$ cat src/pccs_pkg.sv
// ----------------------------------------------------------------------------
// pccs_pkg
// shared types and constants of the piecewise-constant cdf sampler
// ----------------------------------------------------------------------------
`default_nettype none

package pccs_pkg;

    localparam int SUM_BITS = 24;

    localparam logic [1:0] OP_APPEND = 2'd0;
    localparam logic [1:0] OP_SAMPLE = 2'd1;
    localparam logic [1:0] OP_CLEAR  = 2'd2;
    localparam logic [1:0] OP_NOP    = 2'd3;

    localparam logic [1:0] ST_OK    = 2'd0;
    localparam logic [1:0] ST_EMPTY = 2'd1;
    localparam logic [1:0] ST_FULL  = 2'd2;

    typedef struct packed {
        logic [1:0]  operation;
        logic [15:0] weight;
        logic [15:0] sample_u;
    } t_in_item;

    typedef struct packed {
        logic [7:0]  bin_index;
        logic [15:0] remapped_u;
        logic [1:0]  status;
    } t_out_item;

    typedef struct packed {
        logic accept;
        logic search_init;
        logic search_rd;
        logic search_cmp;
        logic read_upper;
        logic read_lower;
        logic load_div;
        logic div_step;
        logic out_load;
    } t_cmd;

    typedef struct packed {
        logic sample_err;
        logic search_done;
        logic div_last;
    } t_sts;

endpackage

`default_nettype wire

$ cat src/pccs_ctrl.sv
// ----------------------------------------------------------------------------
// pccs_ctrl
// sequencer for append, clear, binary search, remap division and output
// ----------------------------------------------------------------------------
`default_nettype none

module pccs_ctrl (
    input  wire logic               i_clk,
    input  wire logic               i_rst_n,
    input  wire logic               i_in_valid,
    input  wire logic [1:0]         i_operation,
    input  wire logic               i_out_stall,
    input  wire pccs_pkg::t_sts     i_sts,
    output pccs_pkg::t_cmd          o_cmd,
    output logic                    o_in_stall,
    output logic                    o_out_valid
);
    typedef enum logic [3:0] {
        S_IDLE, S_INIT, S_SRD, S_SCMP, S_RD_UP, S_RD_LO, S_LOAD, S_DIV, S_FINISH
    } t_state;

    t_state r_state;
    logic   r_out_valid;
    logic   out_free;

    assign out_free    = !r_out_valid || !i_out_stall;
    assign o_in_stall  = (r_state != S_IDLE);
    assign o_out_valid = r_out_valid;

    always_comb begin
        o_cmd             = '0;
        o_cmd.accept      = (r_state == S_IDLE) && i_in_valid;
        o_cmd.search_init = (r_state == S_INIT);
        o_cmd.search_rd   = (r_state == S_SRD) && !i_sts.search_done;
        o_cmd.search_cmp  = (r_state == S_SCMP);
        o_cmd.read_upper  = (r_state == S_RD_UP);
        o_cmd.read_lower  = (r_state == S_RD_LO);
        o_cmd.load_div    = (r_state == S_LOAD);
        o_cmd.div_step    = (r_state == S_DIV);
        o_cmd.out_load    = (r_state == S_FINISH) && out_free;
    end

    always_ff @(posedge i_clk) begin
        if (!i_rst_n) begin
            r_state     <= S_IDLE;
            r_out_valid <= 1'b0;
        end else begin
            if (r_out_valid && !i_out_stall && r_state != S_FINISH) begin
                r_out_valid <= 1'b0;
            end
            case (r_state)
                S_IDLE: begin
                    if (i_in_valid) begin
                        if (i_operation == pccs_pkg::OP_SAMPLE && !i_sts.sample_err) begin
                            r_state <= S_INIT;
                        end else begin
                            r_state <= S_FINISH;
                        end
                    end
                end
                S_INIT:  r_state <= S_SRD;
                S_SRD:   r_state <= i_sts.search_done ? S_RD_UP : S_SCMP;
                S_SCMP:  r_state <= S_SRD;
                S_RD_UP: r_state <= S_RD_LO;
                S_RD_LO: r_state <= S_LOAD;
                S_LOAD:  r_state <= S_DIV;
                S_DIV: begin
                    if (i_sts.div_last) begin
                        r_state <= S_FINISH;
                    end
                end
                S_FINISH: begin
                    if (out_free) begin
                        r_out_valid <= 1'b1;
                        r_state     <= S_IDLE;
                    end else begin
                        r_out_valid <= 1'b1;
                    end
                end
                default: r_state <= S_IDLE;
            endcase
        end
    end

endmodule

`default_nettype wire

$ cat config.mk
export PLATFORM = sky130hd
export DESIGN_NAME = pccs_ctrl
export DESIGN_NICKNAME = d
export VERILOG_FILES = /design/src/pccs_pkg.sv /design/src/pccs_ctrl.sv
export SDC_FILE = /design/constraint.sdc
export NUM_CORES = 1
export LEC_CHECK = 0
export BUFFER_PORTS_ARGS = -buffer_cell sky130_fd_sc_hd__buf_2
export CORE_AREA = 2 2 39 41
export CTS_BUF_LIST = sky130_fd_sc_hd__clkbuf_4
export CTS_CLUSTER_DIAMETER = 30
export CTS_CLUSTER_SIZE = 30
export DETAILED_ROUTE_END_ITERATION = 8
export DIE_AREA = 0 0 41 43
export MAX_ROUTING_LAYER = met4
export PLACE_DENSITY = 0.6
export SETUP_SLACK_MARGIN = 0.3
export SYNTH_ARGS = -nofsm -noshare
export SYNTH_HDL_FRONTEND = slang
export SYNTH_SLANG_ARGS = --single-unit
$ cat constraint.sdc
create_clock -name i_clk -period 4.3 [get_ports i_clk]
set_input_delay 0.215 -clock i_clk [delete_from_list [all_inputs] [get_ports i_clk]]
set_output_delay 0.215 -clock i_clk [all_outputs]
set_load 0.01 [all_outputs]
# Word-level counts from Yosys, hierarchy flattened
# Index checks and enable logic that the tools add are counted.
[op_classes] n_eq_ne=13 mux=8 n_reduce_logical=16
[ops] operator="$pmux W4 S8" count=1
[ops] operator="$eq A4 B3 Y1 const B" count=4
[ops] operator="$mux W4" count=4
[ops] operator="$eq A4 B2 Y1 const B" count=2
[ops] operator="$logic_and A1 B1 Y1" count=6
[ops] operator="$ne A2 B2 Y1 const B" count=3
[ops] operator="$eq A4 B1 Y1 const B" count=1
[ops] operator="$eq A4 B4 Y1 const B" count=1
[ops] operator="$logic_not A1 Y1" count=4
[ops] operator="$logic_not A4 Y1" count=1
[ops] operator="$ne A4 B4 Y1 const B" count=1
[ops] operator="$reduce_bool A4 Y1" count=1
[ops] operator="$mux W3" count=1
[ops] operator="$reduce_and A3 Y1" count=1
[ops] operator="$eq A2 B1 Y1 const B" count=1
[ops] operator="$mux W1" count=2
[ops] operator="$reduce_bool A2 Y1" count=1
[ops] operator="$reduce_or A2 Y1" count=1
[ops] operator="$logic_or A1 B1 Y1" count=1
[totals] ff_bits=5 out_inout_bits=11 word_cells=39

# Longest topological paths before layout
# Gate-level depths: netlist (run 1).
[logic_depth] ltp_word=5 depth_mapped=4 depth_no_buf=3

# Worst setup path before layout (run 1)
# Ideal clock, no wire load.
[synth_timing] path_kind="reg-to-reg" start="register r_state[3]" end="register r_state[3]" setup_time_ps=88 arrival_time_ps=1327 required_time_ps=4212 slack_ps=2885 path_stages_with_launch=5 synth_period_minus_slack_ps=1415 path_cell_list="dfxtp_1 > buf_6 > or4_4 > a31o_1 > a311oi_2"
[synth_between] elab_chain_cells=3 word_cells_on_any_way=15 cone_classes="eq/ne (11); mux (1); reduce/logical (3)"
[synth_rtl] item="start: declaration" line="pccs_ctrl.sv:22" source="t_state r_state;"
[synth_rtl] item="start signal: assignment" line="pccs_ctrl.sv:62" source="S_SRD: r_state <= i_sts.search_done ? S_RD_UP : S_SCMP;"
[synth_rtl] item="$eq A4 B2 Y1, or another cell as far along" line="pccs_ctrl.sv:51" source="case (r_state)"
[synth_rtl] item="$reduce_or A2 Y1 (no source line) or $ne A2 B2 Y1 (tied branches)"
[synth_rtl] item="$pmux W4 S8 or $reduce_and A3 Y1 (tied branches)"
# Several ways; a longest one is shown, not always the timed one.
# A chain may end at the register's enable or synchronous reset.

==> run metrics, run 1 <==
status=finished, final reports clean; RePlAce Congestion=0.749; clk_lat worst skew=250 ps; yosys warns=0; max_cap viols=0; Tot GR Track Use=0.118; hold wc startpoint=i_out_stall; reg-to-reg endpoint=r_state[3]$_SDFFE_PN0P_; initial antenna violation count=0; post-route ant nets=0; Multi-input gate area=226 um^2; startpoint class of the critical path=flip-flop; FF-to-FF path depth=3; RSZ-0062 raised after global routing=no; share of the synthesized area in the top cell type=0.272; kind of critical path=reg -> out; DRT iter0 DRCs=7; wire length of the first global-routing pass=1.37 mm; Placed Area=460 um^2; PD cells=290 nW/um^2; Final #Nets=80; largest stage delay on the critical path=580 ps; Critical Path RT=4090 ps; Final Non-Filler Cells=86; Unique masters post-synth=23; drt total wl=929 um; number of fill cells=156; Synth Instances=51; H-tree Lvls=1; Leakage=0.231 nW; GRT overflow=0; Slew Viols, Final=0; Max Fanout on Critical Path=11; final setup fails=0; Layout Skew=2.94 ps; row cnt=14; Fmax=0.604 GHz; chip width=41 um; Peak VDD IR=0.169 mV; share of cells above drive strength 1=0.371; area leader, netlist=dfxtp_1; Post-CTS Hold Buffers=0; WHS=242 ps; Clock Pin Slew Worst Setup and Hold Paths=50 ps; Root Buffer=clkbuf_4; synthesis-to-finish area growth=33.3%; PortBufs=19; sequential area share after synthesis=0.272; family with the most delay on the worst path=simple AND/OR/NAND/NOR gates; Wirelength per Cell=10.8 um; Avg Inst Size Synth=7.21 um^2; total CTS buffers=3; TritonCTS clock tree=built; Worst path slowest cell=or4_4; Hold Path Stages=3; Ports=20; DIE AREA=1760 um^2; clk buf depth=2; Initial Utilization=0.266; antenna cells=0; routed via count=425; Tightest Pin Transition=353 ps; Final Cycle Share=0.385; post-route DRC violation count=0; Worst setup EP type=primary output; clock sink count=5; Hold Crit Class=in -> reg; setup tns final=0 ps; Design Area, Final=490 um^2; Bufs and invs on worst path=1; Core ar.=1380 um^2; Critical Path AT=1440 ps; WHS Endpoint=o_out_valid$_SDFFE_PN0P_; pin count of the biggest net entering global routing=13; flops & latches, synth=5; synthesized cell area=368 um^2; R2R Path Start=r_state[2]$_SDFFE_PN0P_; CTS resizes=0; minimum clock period=1660 ps; Avg Vias per Cell=4.94; top area cells in the synthesized netlist=dfxtp_1 27%, a21oi_1 6.8%, nor2_1 6.1%; FF/Latch Area=100 um^2; worst-path cell chain=or4_4, nor2_1, buf_2; dpl cells=82; Max-slew headroom=0.764; reg-to-reg slack, setup=2820 ps; drt first pass iters=4; setup ws final=2640 ps; post-CTS setup buffers=0; Hold Violations, Final=0; Place WS=2820 ps; die height=43 um; number of global-route vias before repair=343; hpwl dp=701 um; syn nets=60
## cell families (layout without fill, tap and decap cells)
family	Yosys count	in the layout	share of synthesized area
buf+inv	9	28	0.112
flops	5	5	0.272
compound gates	11	11	0.235
simple gates	26	26	0.381
## power breakdown
part / internal, mW / switching (mW) / leakage (nW)
logic: 0.0131 / 0.0123 / 0.172
registers: 0.0487 / 0.00444 / 0.0407
clock network: 0.0416 / 0.0222 / 0.0184
total: 0.103 / 0.0390 / 0.231
## placed cells by master, fill, tap and decap left out
master      n
nand4_1     1
inv_1       5
o32ai_1     1
nor4_1      1
nor3_1      4
a21oi_1     5
o221a_2     1
buf_2      19
a311oi_2    1
nor2b_1     1
nand2_1     5
or4_1       1
or4_4       1
nand2b_1    3
nand4b_1    1
nand3b_1    1
a311oi_1    1
a2bb2oi_1   1
clkbuf_4    4
or2_1       1
a31o_1      1
nor2_1      6
dfxtp_1     5
## final cells by class
cell class | instances | area share
clock buffer | 4 | 0.0612
inverter | 5 | 0.0383
multi-input combinational | 37 | 0.462
sequential | 5 | 0.204
tap | 16 | 0.0408
timing repair buffer | 19 | 0.194
## registers in the layout (all words and copies together) (netlist names)
signal	cells
r_state	4
o_out_valid	1
## worst reg2reg max path: stages (launching register included)
cell and delay (ps):
dfxtp_1 400, or4_4 580, a31o_1 210, a311oi_2 210
## metrics by stage
stage / utilization / power [mW]
after global placement: 0.333 / 0.0792
after global routing: 0.354 / 0.151
final: 0.354 / 0.142
after floorplan: - / 0.0702
after CTS: 0.354 / 0.143
after detailed placement: 0.333 / 0.0791
## cell usage after synthesis
cell type	instances
nor2_1	6
a21oi_1	5
dfxtp_1	5
inv_1	5
nand2_1	5
nor3_1	4
clkbuf_1	3
nand2b_1	3
a2bb2oi_1	1
a311oi_1	1
a311oi_2	1
a31o_1	1
buf_6	1
nand3b_1	1
nand4_1	1
nand4b_1	1
nor2b_1	1
nor4_1	1
o221a_2	1
o32ai_1	1
or2_1	1
or4_1	1
or4_4	1
## worst max path at each step
stage / cells after the start / start / to / slack [ps]
6_report: 3 / r_state[2]$_SDFFE_PN0P_ / o_cmd[8] / 2640
5_1_grt: 4 / r_state[1]$_SDFFE_PN0P_ / o_cmd[1] / 2510
4_1_cts: 3 / r_state[2]$_SDFFE_PN0P_ / o_cmd[8] / 2650
3_5_place_dp: 3 / r_state[2]$_SDFFE_PN0P_ / r_state[3]$_SDFFE_PN0P_ / 2820
3_3_place_gp: 3 / r_state[2]$_SDFFE_PN0P_ / r_state[3]$_SDFFE_PN0P_ / 2850
2_1_floorplan: 4 / r_state[3]$_SDFFE_PN0P_ / r_state[3]$_SDFFE_PN0P_ / 2890
## metal layers
metal	routed length, um	global-route usage	up-vias	share of wire
met5	0	-	-	0
met3	62	0.0314	2	0.067
li1	-	-	223	-
met1	462	0.167	185	0.50
met2	388	0.141	15	0.42
met4	16	0.0800	0	0.017
Power figures use the tool's default switching activity.
==> run 2, diff against run 1 <==
--- a/config.mk
+++ b/config.mk
@@ -13,7 +13,7 @@
 export DETAILED_ROUTE_END_ITERATION = 8
 export DIE_AREA = 0 0 41 43
 export MAX_ROUTING_LAYER = met4
-export PLACE_DENSITY = 0.6
+export PLACE_DENSITY = 0.62
 export SETUP_SLACK_MARGIN = 0.3
 export SYNTH_ARGS = -nofsm -noshare
 export SYNTH_HDL_FRONTEND = slang
==> constraint.sdc (replaced) <==
create_clock -name i_clk -period 1.5 [get_ports i_clk]
set_input_delay 0.075 -clock i_clk [delete_from_list [all_inputs] [get_ports i_clk]]
set_output_delay 0.075 -clock i_clk [all_outputs]
set_load 0.01 [all_outputs]
==> run 2 against run 1 <==
- non-clock buffer count grew 7
- die area unchanged
- via count grew 12%
- critical path type unchanged
- critical endpoint unchanged
- largest power group unchanged
==> run metrics, run 2 (synthesis gave the netlist of run 1 again) <==
status=finished, final reports clean; chip width=41 um (unchanged); max_cap viols=0 (unchanged); Final #Nets=87 (+8.8%); clk_lat worst skew=250 ps (about the same); Peak VDD IR=0.290 mV (+71%); Hold Path Stages=3 (unchanged); met2 global-route usage=0.256 (+0.116); commonest non-fill, non-tap cell in the layout=buf_2; Worst setup EP type=primary output; Hold Crit Class=in -> reg; Slew Viols, Final=0 (unchanged); antenna cells=0 (unchanged); Max Fanout on Critical Path=3 (-8); initial antenna violation count=0 (unchanged); share of cells above drive strength 1=0.636 (+0.265); Largest register FFs=4 (unchanged); Tot GR Track Use=0.160 (+0.0414); setup tns final=0 ps (unchanged); R2R Path Start=r_state[2]$_SDFFE_PN0P_; drt first pass iters=4 (unchanged); post-route DRC violation count=0 (unchanged); hpwl dp=779 um (+11%); Wirelength per Cell=13.3 um (+24%); total CTS buffers=3 (unchanged); RSZ-0062 raised after global routing=yes; Power Internal=0.316 mW (+210%); dpl cells=85 (+3.7%); Critical Path AT=1310 ps (-130 ps); Max-slew headroom=0.770 (+0.00574); row cnt=14 (unchanged); PD cells=702 nW/um^2 (+140%); Ports=20 (unchanged); met1 global-route usage=0.187 (+0.0204); wire length of the first global-routing pass=1.86 mm (+35%); PortBufs=19 (unchanged); H-tree Lvls=1 (unchanged); Design Area, Final=624 um^2 (+27%); fin util=0.451 (+0.0967); DRT iter0 DRCs=10 (+3); FF-to-FF path depth=3 (unchanged); clock network fraction of total power=0.411 (-0.037); sequential power share=0.333 (-0.041); Avg Vias per Cell=5.12 (+3.6%); kind of critical path=reg -> out; most used cells in the layout excluding fill and tap cells=19 x buf_2, 5 x inv_1; Critical Path RT=1420 ps (-2670 ps); Layout Skew=3.99 ps (+1.05 ps); GR Util met3=0.0314 (unchanged); WHS=120 ps (-122 ps); startpoint class of the critical path=flip-flop; Clock Pin Slew Worst Setup and Hold Paths=50 ps (about the same); Final Non-Filler Cells=93 (+8.1%); Core ar.=1380 um^2 (unchanged); clk buf depth=2 (unchanged); Setup crit start=r_state[2]$_SDFFE_PN0P_; GRT overflow=0 (unchanged); Tightest Pin Transition=342 ps (-10.4 ps); switching share of power=0.280 (+0.00594); Final Cycle Share=0.924; grt peak-use layer=met2; Fmax=0.721 GHz; combinational share of power=0.256 (+0.078); TritonCTS clock tree=built; Placed Area=488 um^2 (+6.0%); number of global-route vias before repair=450 (+31%); DIE AREA=1760 um^2 (unchanged); minimum clock period=1390 ps; Leakage=0.292 nW (+26%); synthesis-to-finish area growth=69.7%; routed via count=476 (+12%); clock sink count=5 (unchanged); die height=43 um (unchanged); P_sw=0.123 mW (+210%); Hold Violations, Final=0 (unchanged); drt total wl=1.24 mm (+34%); final setup fails=0 (unchanged); pin count of the biggest net entering global routing=11 (-2); hold wc startpoint=i_out_stall; RePlAce Congestion=0.709 (-5.4%); post-route ant nets=0 (unchanged); Initial Utilization=0.266 (unchanged); Biggest register=r_state; Root Buffer=clkbuf_4; Post-CTS Hold Buffers=0 (unchanged)
[run 2: power by group through the flow]
stage | logic, mW | clock network [mW] | registers, mW
6_report | 0.112 | 0.180 | 0.146
5_1_grt | 0.122 | 0.190 | 0.146
4_1_cts | 0.103 | 0.180 | 0.145
3_5_place_dp | 0.0874 | 0 | 0.149
3_3_place_gp | 0.0859 | 0 | 0.148
2_1_floorplan | 0.0577 | 0 | 0.147
[run 2: timing repair]
action                                  CTS  global route
setup buffers                             4             0
endpoints found under the setup margin    9            13
pin swaps                                 3             4
cloned                                    0             0
resized for setup                        10             9
[run 2: path summary, 6_finish.rpt]
| check | endpoint | slack (ps) |
|---|---|---|
| max | o_cmd[8] | 110 |
| min | o_out_valid$_SDFFE_PN0P_ | 120 |
| max reg2reg | r_state[3]$_SDFFE_PN0P_ | 130 |
| min reg2reg | r_state[0]$_SDFFE_PN0P_ | 500 |
[run 2: cell type report]
class | instances | area (um^2)
Clock buffer | 4 | 30.0
Tap cell | 16 | 20.0
Fill cell | 146 | 759
Sequential cell | 5 | 106
Inverter | 5 | 18.8
Timing Repair Buffer | 26 | 159
Multi-Input combinational cell | 37 | 290
[run 2: worst max-delay path, stage by stage, from the launching register on]
cell and delay, ps:
dfxtp_2 320, or4_4 540, nor2_2 80, buf_2 130
[run 2: metal layers]
metal / routed length [um] / vias to the layer above
met5: 0 / -
met4: 0 / 0
met3: 79 / 0
met2: 671 / 22
met1: 490 / 220
li1: - / 234
[run 2: per-stage QoR]
stage / setup slack, ps / power [mW]
after global routing: 58.8 / 0.458
final: 114 / 0.438
after detailed placement: 167 / 0.236
after CTS: 124 / 0.427
after floorplan: 90.3 / 0.205
after global placement: 186 / 0.234
